### config.mk
export PLATFORM = sky130hd
export DESIGN_NAME = turtle_chain_code_pixel_plotter
export DESIGN_NICKNAME = d
export VERILOG_FILES = /design/src/hw/rtl/tccpp_pkg.sv /design/src/hw/rtl/tccpp_pix.sv /design/src/hw/rtl/turtle_chain_code_pixel_plotter.sv
export SDC_FILE = /design/constraint.sdc
export NUM_CORES = 1
export LEC_CHECK = 0
export BUFFER_PORTS_ARGS = -buffer_cell sky130_fd_sc_hd__buf_2
export CAP_MARGIN = 10
export CORE_MARGIN = 2
export CORE_UTILIZATION = 60
export DETAILED_ROUTE_END_ITERATION = 10
export GPL_TIMING_DRIVEN = 0
export PLACE_DENSITY = 0.81
export SYNTH_ARGS = -nofsm -noshare
export SYNTH_HDL_FRONTEND = slang
export SYNTH_SLANG_ARGS = --single-unit
### constraint.sdc
create_clock -name clk_i -period 19.2 [get_ports clk_i]
set_input_delay 5.76 -clock clk_i [delete_from_list [all_inputs] [get_ports clk_i]]
set_output_delay 5.76 -clock clk_i [all_outputs]
set_load 0.01 [all_outputs]
### src/hw/rtl/tccpp_pkg.sv
`timescale 1ns / 1ps
package tccpp_pkg;

  // Default coordinate width of the pen and pixel arithmetic
  localparam int unsigned COORD_BITS_DEF = 16;

  // Field widths
  localparam int unsigned WidthBits  = 13;
  localparam int unsigned HeightBits = 13;
  localparam int unsigned RowBits    = 14;
  localparam int unsigned StartBits  = 12;
  localparam int unsigned OffsetBits = 26;
  localparam int unsigned PixBits    = 16;
  localparam int unsigned CfgAddrBits = 3;
  localparam int unsigned CfgDataBits = 14;

  // Input kinds carried on the slave tuser bit
  localparam logic ACT_BEGIN  = 1'b0;
  localparam logic ACT_SYMBOL = 1'b1;

  // Symbol codes
  localparam logic [7:0] SYM_MOVE = 8'h30;
  localparam logic [7:0] SYM_TURN = 8'h31;

  // Register indexes
  localparam logic [CfgAddrBits-1:0] CFG_IMAGE_WIDTH  = 3'd0;
  localparam logic [CfgAddrBits-1:0] CFG_IMAGE_HEIGHT = 3'd1;
  localparam logic [CfgAddrBits-1:0] CFG_ROW_BYTES    = 3'd2;
  localparam logic [CfgAddrBits-1:0] CFG_START_X      = 3'd3;
  localparam logic [CfgAddrBits-1:0] CFG_START_Y      = 3'd4;

  // Register reset values
  localparam logic [WidthBits-1:0]  RST_IMAGE_WIDTH  = 13'd1000;
  localparam logic [HeightBits-1:0] RST_IMAGE_HEIGHT = 13'd2400;
  localparam logic [RowBits-1:0]    RST_ROW_BYTES    = 14'd3000;
  localparam logic [StartBits-1:0]  RST_START_X      = 12'd200;
  localparam logic [StartBits-1:0]  RST_START_Y      = 12'd1200;

  // Headings and pixel index limits
  localparam logic [2:0] HEAD_FIRST = 3'd0;
  localparam logic [2:0] HEAD_LAST  = 3'd5;
  localparam logic [2:0] IDX_FIRST  = 3'd0;
  localparam logic [2:0] BEGIN_LAST = 3'd1;
  localparam logic [2:0] STAMP_LAST = 3'd7;

  typedef struct packed {
    logic [WidthBits-1:0]  image_width;
    logic [HeightBits-1:0] image_height;
    logic [RowBits-1:0]    row_bytes;
  } cfg_t;

  typedef struct packed {
    logic                  off_image;
    logic [OffsetBits-1:0] byte_offset;
  } pix_addr_t;

  // Pen step per heading
  function automatic logic signed [3:0] step_dx(input logic [2:0] h);
    logic signed [3:0] d;
    case (h)
      3'd0:    d = 4'sd6;
      3'd1:    d = 4'sd3;
      3'd2:    d = -4'sd3;
      3'd3:    d = -4'sd6;
      3'd4:    d = -4'sd3;
      3'd5:    d = 4'sd3;
      default: d = 4'sd0;
    endcase
    return d;
  endfunction

  function automatic logic signed [3:0] step_dy(input logic [2:0] h);
    logic signed [3:0] d;
    case (h)
      3'd0:    d = 4'sd0;
      3'd1:    d = 4'sd3;
      3'd2:    d = 4'sd3;
      3'd3:    d = 4'sd0;
      3'd4:    d = -4'sd3;
      3'd5:    d = -4'sd3;
      default: d = 4'sd0;
    endcase
    return d;
  endfunction

  // Stamp offsets around the new pen position
  function automatic logic signed [3:0] stamp_dx(input logic [2:0] k);
    logic signed [3:0] d;
    case (k)
      3'd0:    d = 4'sd0;
      3'd1:    d = 4'sd1;
      3'd2:    d = 4'sd2;
      3'd3:    d = 4'sd3;
      3'd4:    d = 4'sd1;
      3'd5:    d = 4'sd2;
      3'd6:    d = 4'sd1;
      3'd7:    d = 4'sd2;
      default: d = 4'sd0;
    endcase
    return d;
  endfunction

  function automatic logic signed [3:0] stamp_dy(input logic [2:0] k);
    logic signed [3:0] d;
    case (k)
      3'd4, 3'd5: d = 4'sd1;
      3'd6, 3'd7: d = -4'sd1;
      default:    d = 4'sd0;
    endcase
    return d;
  endfunction

endpackage

### src/hw/rtl/tccpp_pix.sv
`timescale 1ns / 1ps
// Bounds check and bottom-up bitmap byte offset of one pixel
module tccpp_pix #(
  parameter int unsigned CoordBits = tccpp_pkg::COORD_BITS_DEF
) (
  input  logic [CoordBits-1:0] x_i,
  input  logic [CoordBits-1:0] y_i,
  input  tccpp_pkg::cfg_t      cfg_i,
  output tccpp_pkg::pix_addr_t addr_o
);

  logic                                  x_ge;
  logic                                  y_ge;
  logic                                  off;
  logic [tccpp_pkg::WidthBits-1:0]       x_lo;
  logic [tccpp_pkg::HeightBits-1:0]      y_lo;
  logic [tccpp_pkg::HeightBits-1:0]      row;
  logic [tccpp_pkg::HeightBits+tccpp_pkg::RowBits-1:0] prod;
  logic [tccpp_pkg::WidthBits+1:0]       x3;
  logic [tccpp_pkg::OffsetBits-1:0]      sum;

  // Flag pixels left of, below, or beyond the image
  assign x_ge = x_i >= CoordBits'(cfg_i.image_width);
  assign y_ge = y_i >= CoordBits'(cfg_i.image_height);
  assign off  = x_i[CoordBits-1] | y_i[CoordBits-1] | x_ge | y_ge;

  // On the image both coordinates fit the register widths
  assign x_lo = x_i[tccpp_pkg::WidthBits-1:0];
  assign y_lo = y_i[tccpp_pkg::HeightBits-1:0];
  assign row  = cfg_i.image_height - tccpp_pkg::HeightBits'(1) - y_lo;
  assign prod = row * cfg_i.row_bytes;
  assign x3   = (tccpp_pkg::WidthBits+2)'({x_lo, 1'b0}) + (tccpp_pkg::WidthBits+2)'(x_lo);
  assign sum  = prod[tccpp_pkg::OffsetBits-1:0] + tccpp_pkg::OffsetBits'(x3);

  assign addr_o.off_image   = off;
  assign addr_o.byte_offset = off ? '0 : sum;

endmodule

### src/hw/rtl/turtle_chain_code_pixel_plotter.sv
`timescale 1ns / 1ps
// Turtle plotter: a begin item puts the pen at the start point and gives two
// pixels, a '0' symbol steps the pen along its heading and gives an 8-pixel
// stamp, a '1' symbol turns the heading; each pixel leaves with its bitmap
// byte offset and an off-image flag. The result port carries one pixel per
// cycle unless m_axis_tready stalls it; a turn or other symbol gives no pixel.
// The pen updates as an item is taken; the next item is taken in the cycle
// the last pixel of the current one moves into the output register.
module turtle_chain_code_pixel_plotter #(
  parameter int unsigned CoordBits = tccpp_pkg::COORD_BITS_DEF
) (
  input  logic        clk_i,
  input  logic        rst_ni,
  // configuration write port
  input  logic                                cfg_we_i,
  input  logic [tccpp_pkg::CfgAddrBits-1:0]   cfg_addr_i,
  input  logic [tccpp_pkg::CfgDataBits-1:0]   cfg_wdata_i,
  // input items
  input  logic        s_axis_tvalid,
  output logic        s_axis_tready,
  input  logic [7:0]  s_axis_tdata,   // [7:0] symbol
  input  logic        s_axis_tuser,   // [0] action
  // pixel results
  output logic        m_axis_tvalid,
  input  logic        m_axis_tready,
  output logic [63:0] m_axis_tdata,   // [15:0] pixel_x, [31:16] pixel_y,
                                      // [57:32] byte_offset, rest zero
  output logic        m_axis_tuser,   // [0] off_image
  output logic        m_axis_tlast    // last pixel of the item
);

  // Configuration registers
  logic [tccpp_pkg::WidthBits-1:0]  image_width_q;
  logic [tccpp_pkg::HeightBits-1:0] image_height_q;
  logic [tccpp_pkg::RowBits-1:0]    row_bytes_q;
  logic [tccpp_pkg::StartBits-1:0]  start_x_q;
  logic [tccpp_pkg::StartBits-1:0]  start_y_q;

  always_ff @(posedge clk_i or negedge rst_ni) begin
    if (!rst_ni) begin
      image_width_q  <= tccpp_pkg::RST_IMAGE_WIDTH;
      image_height_q <= tccpp_pkg::RST_IMAGE_HEIGHT;
      row_bytes_q    <= tccpp_pkg::RST_ROW_BYTES;
      start_x_q      <= tccpp_pkg::RST_START_X;
      start_y_q      <= tccpp_pkg::RST_START_Y;
    end else if (cfg_we_i) begin
      case (cfg_addr_i)
        tccpp_pkg::CFG_IMAGE_WIDTH:  image_width_q  <= cfg_wdata_i[tccpp_pkg::WidthBits-1:0];
        tccpp_pkg::CFG_IMAGE_HEIGHT: image_height_q <= cfg_wdata_i[tccpp_pkg::HeightBits-1:0];
        tccpp_pkg::CFG_ROW_BYTES:    row_bytes_q    <= cfg_wdata_i;
        tccpp_pkg::CFG_START_X:      start_x_q      <= cfg_wdata_i[tccpp_pkg::StartBits-1:0];
        tccpp_pkg::CFG_START_Y:      start_y_q      <= cfg_wdata_i[tccpp_pkg::StartBits-1:0];
        default: ;
      endcase
    end
  end

  // Pen state and current job
  logic [CoordBits-1:0] pen_x_q, pen_x_d;
  logic [CoordBits-1:0] pen_y_q, pen_y_d;
  logic [2:0]           heading_q, heading_d;
  logic                 job_valid_q, job_valid_d;
  logic                 job_move_q, job_move_d;
  logic [2:0]           job_idx_q, job_idx_d;
  logic [CoordBits-1:0] job_x_q, job_x_d;
  logic [CoordBits-1:0] job_y_q, job_y_d;

  // Output register
  logic                 out_valid_q, out_valid_d;
  logic [tccpp_pkg::PixBits-1:0]    out_x_q, out_y_q;
  logic [tccpp_pkg::OffsetBits-1:0] out_ofs_q;
  logic                 out_off_q, out_last_q;

  logic                 in_fire;
  logic                 is_begin;
  logic                 is_move;
  logic                 is_turn;
  logic                 load_out;
  logic                 job_last;
  logic signed [3:0]    pix_dx, pix_dy;
  logic [CoordBits-1:0] pix_x, pix_y;
  logic [CoordBits-1:0] move_x, move_y;
  tccpp_pkg::cfg_t      cfg;
  tccpp_pkg::pix_addr_t pix_addr;

  // Decode the incoming item
  assign in_fire  = s_axis_tvalid & s_axis_tready;
  assign is_begin = s_axis_tuser == tccpp_pkg::ACT_BEGIN;
  assign is_move  = (s_axis_tuser == tccpp_pkg::ACT_SYMBOL) && (s_axis_tdata == tccpp_pkg::SYM_MOVE);
  assign is_turn  = (s_axis_tuser == tccpp_pkg::ACT_SYMBOL) && (s_axis_tdata == tccpp_pkg::SYM_TURN);

  // Pixel of the current job index
  assign job_last = job_move_q ? (job_idx_q == tccpp_pkg::STAMP_LAST)
                               : (job_idx_q == tccpp_pkg::BEGIN_LAST);
  assign pix_dx   = job_move_q ? tccpp_pkg::stamp_dx(job_idx_q) : 4'sd0;
  assign pix_dy   = job_move_q ? tccpp_pkg::stamp_dy(job_idx_q) : $signed({1'b0, job_idx_q});
  assign pix_x    = job_x_q + CoordBits'(pix_dx);
  assign pix_y    = job_y_q + CoordBits'(pix_dy);

  assign load_out      = job_valid_q & (~out_valid_q | m_axis_tready);
  assign s_axis_tready = ~job_valid_q | (load_out & job_last);

  assign cfg.image_width  = image_width_q;
  assign cfg.image_height = image_height_q;
  assign cfg.row_bytes    = row_bytes_q;

  tccpp_pix #(
    .CoordBits(CoordBits)
  ) u_pix (
    .x_i   (pix_x),
    .y_i   (pix_y),
    .cfg_i (cfg),
    .addr_o(pix_addr)
  );

  // Step the pen along its heading
  assign move_x = pen_x_q + CoordBits'(tccpp_pkg::step_dx(heading_q));
  assign move_y = pen_y_q + CoordBits'(tccpp_pkg::step_dy(heading_q));

  // Update pen and job
  always_comb begin
    pen_x_d     = pen_x_q;
    pen_y_d     = pen_y_q;
    heading_d   = heading_q;
    job_valid_d = job_valid_q;
    job_move_d  = job_move_q;
    job_idx_d   = job_idx_q;
    job_x_d     = job_x_q;
    job_y_d     = job_y_q;

    // advance or retire the job as its pixel moves out
    if (load_out) begin
      if (job_last) begin
        job_valid_d = 1'b0;
      end else begin
        job_idx_d = job_idx_q + 3'd1;
      end
    end

    if (in_fire) begin
      if (is_begin) begin
        pen_x_d     = CoordBits'(start_x_q);
        pen_y_d     = CoordBits'(start_y_q);
        heading_d   = tccpp_pkg::HEAD_FIRST;
        job_valid_d = 1'b1;
        job_move_d  = 1'b0;
        job_idx_d   = tccpp_pkg::IDX_FIRST;
        job_x_d     = CoordBits'(start_x_q);
        job_y_d     = CoordBits'(start_y_q);
      end else if (is_move) begin
        pen_x_d     = move_x;
        pen_y_d     = move_y;
        job_valid_d = 1'b1;
        job_move_d  = 1'b1;
        job_idx_d   = tccpp_pkg::IDX_FIRST;
        job_x_d     = move_x;
        job_y_d     = move_y;
      end else if (is_turn) begin
        heading_d = (heading_q == tccpp_pkg::HEAD_LAST) ? tccpp_pkg::HEAD_FIRST
                                                         : heading_q + 3'd1;
      end
    end
  end

  // Output valid: load a pixel, or drop once taken
  always_comb begin
    out_valid_d = out_valid_q;
    if (load_out) begin
      out_valid_d = 1'b1;
    end else if (m_axis_tready) begin
      out_valid_d = 1'b0;
    end
  end

  always_ff @(posedge clk_i or negedge rst_ni) begin
    if (!rst_ni) begin
      pen_x_q     <= '0;
      pen_y_q     <= '0;
      heading_q   <= tccpp_pkg::HEAD_FIRST;
      job_valid_q <= 1'b0;
      job_move_q  <= 1'b0;
      job_idx_q   <= tccpp_pkg::IDX_FIRST;
      out_valid_q <= 1'b0;
    end else begin
      pen_x_q     <= pen_x_d;
      pen_y_q     <= pen_y_d;
      heading_q   <= heading_d;
      job_valid_q <= job_valid_d;
      job_move_q  <= job_move_d;
      job_idx_q   <= job_idx_d;
      out_valid_q <= out_valid_d;
    end
  end

  // Job coordinates and output payload
  always_ff @(posedge clk_i) begin
    job_x_q <= job_x_d;
    job_y_q <= job_y_d;
    if (load_out) begin
      out_x_q    <= tccpp_pkg::PixBits'(pix_x);
      out_y_q    <= tccpp_pkg::PixBits'(pix_y);
      out_ofs_q  <= pix_addr.byte_offset;
      out_off_q  <= pix_addr.off_image;
      out_last_q <= job_last;
    end
  end

  assign m_axis_tvalid = out_valid_q;
  assign m_axis_tdata  = {6'd0, out_ofs_q, out_y_q, out_x_q};
  assign m_axis_tuser  = out_off_q;
  assign m_axis_tlast  = out_last_q;

endmodule

Yosys cells after proc, flatten, opt, wreduce, memory -nomap -nowiden
Memories as Yosys holds them, arrays and structs flattened. Cells that the tools add are included.

Add/subtract/negate cells: 10. Multipliers: 1. $lt $le $gt $ge: 2. Equal/unequal tests: 19. Mux-type cells: 28. Bitwise operators: 10. Reductions and logical operators: 18.

Operators with widths (number): 16-bit adder (4); 16-bit two-way mux (4); 16-bit by 13-bit >= comparator with 1-bit output (2); 3-bit two-way mux (9); 26-bit by 15-bit adder with 26-bit output (1); 13-bit by 14-bit multiplier with 26-bit output (1); 3-bit equality test, second input constant (7); 8-bit by 6-bit equality test with 1-bit output, second input constant (2); 4-bit one-hot mux with 2 select lines (2); 4-bit one-hot mux with 4 select lines (1); 14-bit by 13-bit adder with 15-bit output (1); 13-bit by 1-bit subtractor with 13-bit output, second input constant (1); 13-bit subtractor (1); 3-bit by 2-bit equality test with 1-bit output, second input constant (4); 2-bit AND reduction (6); 2-bit OR reduction (6); 1-bit two-way mux (10); 3-bit by 1-bit equality test with 1-bit output, second input constant (3); 4-bit two-way mux (2); 3-bit by 1-bit adder with 3-bit output, second input constant (2); 3-bit logical NOT (2); 1-bit OR (5); 2-bit by 1-bit inequality test with 1-bit output, second input constant (2); 1-bit AND (3); 5 further kinds (7).

Register bits after elaboration: 197. Bits in read-only memories: 16. Input bits: 31. Output and inout bits: 68. Memories kept: 1.

Memory list: (no name shown) (words 8, bits a word 2, read ports 1, clocked after memory_dff 0, write ports 0, line tccpp_pkg.sv:89) `case (k)`.

Longest topological paths before layout
Gate-level depths: netlist of the first run.

Depth after elaboration: 8. Depth in mapped cells: 44.

By module
A second synthesis of the first run with hierarchy kept.

Cells, all modules: 1789. Area, all modules: 18158.7 sq um.

Modules (own cells, without submodules): turtle_chain_code_pixel_plotter (instances 1, cells an instance 793, area an instance 10015.9 sq um); tccpp_pix (instances 1, cells an instance 996, area an instance 8142.8 sq um).

Worst setup path after synthesis of the first run
No wires, ideal clock.

Kind: input-to-output. Start point: input port m_axis_tready. End point: output port s_axis_tready. Arrival time: 6.290 ns. Required time: 13.440 ns. Setup slack: 7.150 ns. Cell stages on the path: 3. Path buffers: 0. Path through: nand2b_1 inv_1 o21ai_0.

Longest elaborated chain between the ends: 4.

RTL lines: start: declaration (line turtle_chain_code_pixel_plotter.sv:25) `input logic m_axis_tready,`; 1-bit OR (line turtle_chain_code_pixel_plotter.sv:100) `assign load_out = job_valid_q & (~out_valid_q | m_axis_tready);`; 1-bit AND (line turtle_chain_code_pixel_plotter.sv:100); 1-bit AND (line turtle_chain_code_pixel_plotter.sv:101) `assign s_axis_tready = ~job_valid_q | (load_out & job_last);`; 1-bit OR (line turtle_chain_code_pixel_plotter.sv:101); end: declaration (line turtle_chain_code_pixel_plotter.sv:20) `output logic s_axis_tready,`.

Every way passes these cells.

Worst setup path after layout of the first run
Same ends and word-level chain as after synthesis.

==> reports/metrics.yaml, run 1 <==
synth:
  synth_edf_count: 92
  muxShareOfSynthArea_pct: 4.91
  ys.warnings.count: 0
  yosys.area.top_type: "fa_1"
  synth_area_leaders: "fa_1 18%, edfxtp_1 16%, ha_1 12%, dfrtp_1 12%, inv_1 5.9%"
  yosys.area_share.adder_pct: 30.5
  syn_inst: 1737
  synth_async_sr_flop_share_pct: 53.3
  syn-cell-area_sq_um: 17500
  synth-xor-area-share_pct: 4.77
  yosys.area_share.simple_pct: 12.5
  syn_avg_cell_area_sq_um: 10.1
  synth_compound_area_share_pct: 8.98
  synth_top_cell_area_share_pct: 18.2
  ys_seq_elements: 197
  synth_top_family_by_area: "adder cells"
  synth_ff_type: "edfxtp_1"
  synthDistinctLibCells: 76
  seq_area_frac_synth_pct: 30.9
clocking:
  insertion_delay_ns: 0.45
  cts_sinks: 197
  ctsHoldBuffers: 0
  cts_buffer_depth: 2
  cts_setup_buffers: 0
  clk_pin_slew_ns: 0.08
  cts_tree: "done"
  cts_root_buf: "clkbuf_16"
  cts_resized: 0
  cts_made_buffers: 17
  ctsHtreeMaxLevel: 4
setup_path:
  critPathMaxStageDelay_ns: 0.29
  crit_family: "buffers and inverters"
  cp_max_fo: 3
  slowest_stage: "o21ai_0"
  cp_data_required_time_ns: 13.44
  crit_top_cell: "buf_2"
  path_cells: "buf_2, nand2b_1, inv_1, o21ai_0, buf_2"
  startpoint_type: "input pin"
  endpoint_kind: "output pin"
  crit_buf_inv: 3
  crit_arrival_ns: 6.51
  path_class: "input pin to output pin"
layout:
  final_area_sq_um: 19200
  drive_above_1_share_pct: 13.5
  final_common_cell: "inv_1"
  diodes: 0
  area_delta_synth_final_pct: 9.27
  final_cell_mix: "276 x inv_1, 198 x nand2_1, 173 x ha_1"
  fin_nets: 2217
routing:
  finalWirelength_microns: 40500
  wl_per_cell_microns: 18.0
  antenna_left: 0
  drt-initial-drc-count: 812
  routed_via_density: 5.72
  drtPass1Iterations: 6
  vias: 12865
  route.detailed.drc: 0
sta:
  tightest_slew_ns: 1.21
  rsz0062_at_grt: "no"
  clock.fmax_mhz: 81.5
  hold_viol_final: 0
  slew_headroom_pct: 19.2
  hold_slack_ns: 0.497
  skew_ns: 0.0137
  finalCritPeriodShare_pct: 63.9
  tns_ns: 0
  slew_viol_final: 0
  setup_ws_ns: 6.93
  setup-violations-final: 0
  fin_crit_ns: 12.27
die:
  dieArea_sq_um: 30600
  core.rowCount: 62
  start_util_pct: 61.1
  fp.dieW_microns: 175
  fp.dieH_microns: 175
  core_sq_um: 28700
  pin_count: 99
placement:
  io_buffers: 91
  place_area_sq_um: 18500
  place_ws_ns: 6.94
  dp_hpwl_microns: 31800
  gp_congestion: 0.927
status:
  outcome: "complete, no violations"
grt:
  grt_pass1_vias: 13139
  antenna_found_initial: 0
  grt_pass1_wl_microns: 65300
  grt_start_max_net_pins: 55
  grt_remaining_overflow: 0
  track_usage_pct: 27.2
worst_hold_path:
  min_path_type: "flip-flop to flip-flop"
flow_run:
  max_cap_viol_count: 0
## stage by stage
step,cells,utilization [%]
6_report,2251,66.8
5_1_grt,2251,66.8
4_1_cts,2251,66.8
3_5_place_dp,2219,64.6
3_3_place_gp,2217,64.4
2_1_floorplan,1742,-
## synth_stat cells (4+ instances only)
cell and count:
nor3_1 19, nand2b_1 11, inv_1 276, or3_1 10
mux2_2 72, xnor2_1 67, and2_1 84, buf_4 6
o21bai_1 8, nor2b_1 15, o21a_1 9, nand2_1 198
clkbuf_1 41, xor2_1 26, edfxtp_1 92, o21ai_0 75
mux2i_1 5, dfrtp_1 81, a211oi_1 4, a21oi_1 53
nand3_1 23, o211ai_1 5, buf_2 5, a21o_1 30
nor4_1 4, ha_1 173, fa_1 159, nand4_1 4
and3_1 8, dfstp_2 24, nor2_1 78
## worst reg2reg max path, delay by kind of cell (launching register included)
family,cells,cell delay (ns)
buffers and inverters,5,0.69
and+or+nand+nor,8,1.45
muxes,1,0.23
xor gates and xnor gates,2,0.58
adders and majority gates,11,4.72
DFF,1,0.45
AOI/OAI and AO/OA,17,3.10
## final timing paths
kind / start / slack, ns / cells after the start / end
worst max-delay path: m_axis_tready / 6.93 / 5 / s_axis_tready
min in group asynchronous: rst_ni / 5.34 / 1 / start_y_q[9]
max in group asynchronous: rst_ni / 13.09 / 2 / start_x_q[6]
worst max register to register: job_idx_q[0] / 7.85 / 44 / out_ofs_q[25]
worst min-delay path: job_valid_q / 0.50 / 1 / m_axis_tvalid
worst min register to register: job_valid_q / 0.50 / 1 / m_axis_tvalid
## logic make-up (layout without fill, tap and decap cells)
logic type / count (synthesis) / count (layout)
simple gates: 465 / 465
buf+inv: 333 / 458
fa+ha+maj: 332 / 332
compound gates: 238 / 238
flops: 197 / 197
xor+xnor: 94 / 94
mux: 77 / 77
other cells: 1 / 6
## sequential cells by signal, indices dropped and copies added, names as in the netlist
register,count
pen_y_q,16
out_x_q,16
job_y_q,16
job_idx_q,3
m_axis_tuser,1
pen_x_q,16
out_y_q,16
job_x_q,16
out_ofs_q,26
start_x_q,12
start_y_q,12
m_axis_tlast,1
heading_q,3
m_axis_tvalid,1
job_valid_q,1
row_bytes_q,14
job_move_q,1
image_height_q,13
image_width_q,13
## routing by layer
metal	global-route usage (%)	wire (microns)	vias to the layer above
met1	33.7	16100	6378
met3	3.22	2500	93
met5	0	0	-
met4	10.5	1360	0
li1	-	-	5902
met2	48.8	20500	492
## cell type report
cell class / count / area, sq um
clock buffer: 18 / 439
buffer: 56 / 254
tap: 384 / 480
sequential: 197 / 5420
multi-input combinational: 1212 / 10800
fill: 2199 / 9540
inverter: 277 / 1040
timing repair buffer: 93 / 505
clock inverter: 14 / 180
Power of run 1 is not shown: default switching activity piles up to over one toggle a cycle in this logic, so the estimate is an artifact.
==> run 2: changes to the inputs <==
--- a/config.mk
+++ b/config.mk
@@ -8,10 +8,10 @@
 export BUFFER_PORTS_ARGS = -buffer_cell sky130_fd_sc_hd__buf_2
 export CAP_MARGIN = 10
 export CORE_MARGIN = 2
-export CORE_UTILIZATION = 60
+export CORE_UTILIZATION = 57
 export DETAILED_ROUTE_END_ITERATION = 10
 export GPL_TIMING_DRIVEN = 0
-export PLACE_DENSITY = 0.81
+export PLACE_DENSITY = 0.8
 export SYNTH_ARGS = -nofsm -noshare
 export SYNTH_HDL_FRONTEND = slang
 export SYNTH_SLANG_ARGS = --single-unit
==> constraint.sdc (replaced) <==
create_clock -name clk_i -period 10.08 [get_ports clk_i]
set_input_delay 3.024 -clock clk_i [delete_from_list [all_inputs] [get_ports clk_i]]
set_output_delay 3.024 -clock clk_i [all_outputs]
set_load 0.01 [all_outputs]
==> run 2 against run 1 <==
Against the previous run: sequential share of layout area fell by 1.1 points; setup slack lost 6.7 ns; clock-buffer cell count is 1 lower; routed wire length up 5.2%; core utilization down 1.2 points; cell count up 2.5%; clock skew is 0.0014 ns higher; first-iteration DRC count fell by 0.49%; via count up 2.0%; flip-flop and latch count unchanged; critical path depth is 39 higher; register-to-register slack worse by 7.6 ns.
==> reports/metrics.yaml, run 2 (same netlist as run 1, synthesis figures left out) <==
setup_path:
  critPathMaxStageDelay_ns: 0.53  # +0.24 ns
  reg2reg_depth: 44  # unchanged
  crit_arrival_ns: 10.14  # +3.63 ns
  cp_max_fo: 4  # +1
  path_class: "flip-flop to flip-flop"
  endpoint_kind: "flip-flop"
  slowest_stage: "fa_1"
  startpoint_type: "flip-flop"
  crit_top_cell: "fa_1"
  cp_data_required_time_ns: 10.40  # -3.04 ns
worst_hold_path:
  min_path_type: "flip-flop to flip-flop"
  whs_path_depth: 2  # +1
layout:
  top_register: "out_ofs_q"
  final_common_cell: "inv_1"
  diodes: 0  # unchanged
  fill_cells: 2303  # +4.7%
  final_cell_mix: "271 x inv_1, 195 x nand2_1, 161 x ha_1"
  area_delta_synth_final_pct: 13.8
  fin_nets: 2261  # +2.0%
  drive_above_1_share_pct: 18.9  # +5.4 points
  final_util_pct: 65.6  # -1.2 points
  largest_reg_flops: 26  # unchanged
sta:
  clock.fmax_mhz: 102
  slew_headroom_pct: 21.0  # +1.7 points
  hold_viol_final: 0  # unchanged
  fin_crit_ns: 9.82
  finalCritPeriodShare_pct: 97.4
  slew_viol_final: 0  # unchanged
  skew_ns: 0.0151  # +0.00137 ns
  tightest_slew_ns: 1.18  # -0.0243 ns
  setup-violations-final: 0  # unchanged
clocking:
  clk_pin_slew_ns: 0.08  # about the same
  cts_root_buf: "clkbuf_16"
  cts_tree: "done"
  insertion_delay_ns: 0.46  # about the same
  cts_made_buffers: 17  # unchanged
  cts_sinks: 197  # unchanged
  ctsHoldBuffers: 0  # unchanged
  cts_buffer_depth: 2  # unchanged
  ctsHtreeMaxLevel: 4  # unchanged
routing:
  wl_per_cell_microns: 18.4  # +2.7%
  routed_via_density: 5.69  # -0.46%
  vias: 13124  # +2.0%
  drt-initial-drc-count: 808  # -0.49%
  antenna_left: 0  # unchanged
  route.detailed.drc: 0  # unchanged
  drtPass1Iterations: 5  # -1
  finalWirelength_microns: 42600  # +5.2%
flow_run:
  max_cap_viol_count: 0  # unchanged
placement:
  io_buffers: 91  # unchanged
  gp_congestion: 0.927  # about the same
  dp_hpwl_microns: 32100  # +0.75%
status:
  outcome: "complete, no violations"
grt:
  grt_pass1_wl_microns: 67500  # +3.3%
  grt_pass1_vias: 13416  # +2.1%
  antenna_found_initial: 0  # unchanged
  grt_remaining_overflow: 0  # unchanged
  grt_start_max_net_pins: 62  # +13%
  track_usage_pct: 27.2  # about the same
die:
  start_util_pct: 57.6  # -3.5 points
  pin_count: 99  # unchanged
  dieArea_sq_um: 32200  # +5.1%
  core.rowCount: 64  # +3.2%
  fp.dieH_microns: 179  # +2.5%
  fp.dieW_microns: 179  # +2.5%
  core_sq_um: 30400  # +6.0%
## run 2: area by class of cell
type                       instances  area [sq um]  area share, %
timing repair buffer             138           855           4.28
tap                              396           495           2.48
inverter                         277          1040           5.23
clock inverter                    15           191          0.959
multi-input combinational       1212         11200           56.3
buffer                            55           289           1.45
clock buffer                      17           425           2.13
sequential                       197          5420           27.2
## run 2: metal layers
layer | share of wire (%) | wire (microns) | track usage (%) | vias up
li1 | - | - | - | 5990
met5 | 0 | 0 | 0 | -
met4 | 3.6 | 1510 | 9.68 | 0
met3 | 7.0 | 2960 | 3.88 | 114
met1 | 39 | 16700 | 34.5 | 6474
met2 | 50 | 21400 | 47.7 | 546
## run 2: repair_timing
action,in CTS,in global routing
pin swaps,26,47
gates resized for setup,49,53
endpoints found under the setup margin,10,6
buffers inserted,20,25
## run 2: worst max-delay path, delay by kind of cell (launching register included)
family / cells / cell delay (ns)
AOI/OAI and AO/OA: 17 / 3.04
xor gates and xnor gates: 2 / 0.38
adders and majority gates: 10 / 3.95
buffers and inverters: 7 / 0.74
DFF: 1 / 0.43
muxes: 1 / 0.25
and+or+nand+nor: 7 / 0.91
## run 2: path summary, 6_finish.rpt
kind | from | endpoint | slack [ns]
setup reg to reg | job_idx_q[0] | out_ofs_q[25] | 0.26
hold / removal | pen_y_q[12] | pen_y_q[12] | 0.51
setup / recovery | job_idx_q[0] | out_ofs_q[25] | 0.26
min in group asynchronous | rst_ni | pen_y_q[10] | 2.56
hold reg to reg | pen_y_q[12] | pen_y_q[12] | 0.51
max in group asynchronous | rst_ni | image_width_q[3] | 6.74
## run 2: per-stage QoR
step / setup TNS [ns] / area [sq um] / worst slack [ns] / hold WS (ns) / instances
global route: -0.194 / 20000 / -0.177 / 0.520 / 2307
global placement: -2.67 / 18500 / -0.970 / 0.446 / 2229
CTS: 0 / 19500 / 0.130 / 0.509 / 2283
finish: 0 / 20000 / 0.258 / 0.511 / 2307
detailed placement: -4.61 / 18600 / -1.19 / 0.490 / 2231
floorplan: 0 / 17600 / 0.202 / 0.442 / 1742
Power of run 2 is left out for the same reason.
==> run 3: changes to the inputs <==
--- a/config.mk
+++ b/config.mk
@@ -8,10 +8,10 @@
 export BUFFER_PORTS_ARGS = -buffer_cell sky130_fd_sc_hd__buf_2
 export CAP_MARGIN = 10
 export CORE_MARGIN = 2
-export CORE_UTILIZATION = 57
+export CORE_UTILIZATION = 30
 export DETAILED_ROUTE_END_ITERATION = 10
 export GPL_TIMING_DRIVEN = 0
-export PLACE_DENSITY = 0.8
+export PLACE_DENSITY = 0.49
 export SYNTH_ARGS = -nofsm -noshare
 export SYNTH_HDL_FRONTEND = slang
 export SYNTH_SLANG_ARGS = --single-unit
==> run 3 against run 2 <==
Against the previous run: first-iteration DRC count down 32%; core utilization is 30 points lower; clock skew is 0.0060 ns higher; clock-buffer cell count increased by 2; fmax increased by 0.54%; via count is 5.4% lower.
==> reports/metrics.yaml, run 3 (same netlist as run 1, synthesis figures left out) <==
status:
  outcome: "complete, no violations"
worst_hold_path:
  min_path_type: "flip-flop to flip-flop"
  whs_path_depth: 2  # unchanged
layout:
  top_register: "out_ofs_q"
  layout.cells.non_filler: 2669  # +16%
  largest_reg_flops: 26  # unchanged
  drive_above_1_share_pct: 18.4  # -0.50 points
  fin_nets: 2253  # -0.35%
  final_common_cell: "inv_1"
  fill_cells: 5846  # +150%
  area_delta_synth_final_pct: 15.7
  final_cell_mix: "271 x inv_1, 195 x nand2_1, 159 x ha_1"
setup_path:
  endpoint_kind: "flip-flop"
  crit_arrival_ns: 10.00  # -0.14 ns
  cp_max_fo: 10  # +6
  critical_path_depth: 37  # -16%
  startpoint_type: "flip-flop"
  reg2reg_depth: 37  # -16%
  critPathMaxStageDelay_ns: 0.55  # +0.02 ns
  crit_family: "adder cells"
  crit_top_cell: "fa_1"
  path_class: "flip-flop to flip-flop"
  cp_data_required_time_ns: 10.31  # -0.09 ns
  crit_buf_inv: 7  # unchanged
  slowest_stage: "fa_1"
routing:
  drt-initial-drc-count: 547  # -32%
  drtPass1Iterations: 5  # unchanged
  antenna_left: 0  # unchanged
  finalWirelength_microns: 45300  # +6.5%
  routed_via_density: 4.65  # -18%
  vias: 12416  # -5.4%
  wl_per_cell_microns: 17.0  # -8.0%
  route.detailed.drc: 0  # unchanged
die:
  start_util_pct: 30.4  # -27 points
  fp.dieH_microns: 246  # +37%
  dieArea_sq_um: 60400  # +88%
  core.rowCount: 88  # +38%
  pin_count: 99  # unchanged
  core_sq_um: 57700  # +90%
  fp.dieW_microns: 246  # +37%
sta:
  hold_viol_final: 0  # unchanged
  slew_viol_final: 0  # unchanged
  clock.fmax_mhz: 102  # +0.54%
  rsz0062_at_grt: "yes"
  finalCritPeriodShare_pct: 96.9  # -0.52 points
  tightest_slew_ns: 1.25  # +0.0674 ns
  setup-violations-final: 0  # unchanged
  slew_headroom_pct: 16.3  # -4.6 points
  skew_ns: 0.0211  # +0.00598 ns
  fin_crit_ns: 9.77  # -0.0524 ns
grt:
  grt_pass1_wl_microns: 71600  # +6.1%
  grt_start_max_net_pins: 56  # -9.7%
  track_usage_pct: 15.6  # -12 points
  antenna_found_initial: 2  # +2
  grt_pass1_vias: 13029  # -2.9%
  use_met1_pct: 19.9  # -15 points
  use_met3_pct: 2.72  # -1.2 points
  grt_remaining_overflow: 0  # unchanged
  grt_use_met2_pct: 26.3  # -21 points
  grt-busiest-layer: "met2"
clocking:
  ctsHtreeMaxLevel: 4  # unchanged
  cts_made_buffers: 17  # unchanged
  insertion_delay_ns: 0.49  # +0.03 ns
  cts_sinks: 197  # unchanged
  clk_pin_slew_ns: 0.08  # about the same
  cts_buffer_depth: 2  # unchanged
  cts_root_buf: "clkbuf_16"
  cts_tree: "done"
placement:
  io_buffers: 91  # unchanged
  dp_hpwl_microns: 36100  # +12%
  dp.cells: 2600  # +17%
  gp_congestion: 0.856  # -7.6%
flow_run:
  max_cap_viol_count: 0  # unchanged
==> run 3: layout make-up <==
class	count	area [sq um]	area share (%)
Multi-Input combinational cell	1212	11200	55.2
Clock buffer	19	454	2.24
Sequential cell	197	5420	26.7
Buffer	56	292	1.44
Inverter	277	1040	5.14
Clock inverter	13	133	0.654
Tap cell	765	957	4.72
Antenna cell	1	2.50	0.0123
Timing Repair Buffer	129	779	3.84
==> run 3: worst min-delay path: cells and delay by family, from the launching register on <==
kind,cells,cell delay (ns)
compound gates,1,0.06
flops,1,0.36
simple gates,1,0.05
==> run 3: final timing paths <==
| check | start | endpoint | slack [ns] |
|---|---|---|---|
| max in group asynchronous | rst_ni | row_bytes_q[11] | 6.87 |
| worst max-delay path | job_idx_q[1] | out_ofs_q[25] | 0.31 |
| worst max register to register | job_idx_q[1] | out_ofs_q[25] | 0.31 |
| min in group asynchronous | rst_ni | pen_y_q[10] | 2.48 |
| worst min-delay path | pen_y_q[12] | pen_y_q[12] | 0.50 |
| worst min register to register | pen_y_q[12] | pen_y_q[12] | 0.50 |
==> run 3: metal layers <==
metal  wire length (microns)  part of all wire, %
met1                   20500                   45
met2                   21600                   48
met3                    1750                  3.9
met4                    1410                  3.1
met5                       0                    0
==> run 3: through the flow <==
step / util [%] / cell area (sq um) / setup slack (ns) / hold slack (ns) / setup TNS, ns
2_1_floorplan: - / 17600 / 0.202 / 0.442 / 0
3_3_place_gp: 32.9 / 19000 / -1.31 / 0.477 / -5.23
3_5_place_dp: 33.0 / 19000 / -1.45 / 0.480 / -7.15
4_1_cts: 34.6 / 20000 / 0.00654 / 0.511 / 0
5_1_grt: 35.2 / 20300 / -0.177 / 0.522 / -0.211
6_report: 35.2 / 20300 / 0.310 / 0.504 / 0
==> run 3: timing repair <==
action | CTS | global route
gates resized for setup | 50 | 42
hold buffers | 0 | 0
pin swaps | 21 | 36
setup buffers | 20 | 16
setup endpoints to repair | 11 | 6
Power of run 3 is left out for the same reason.
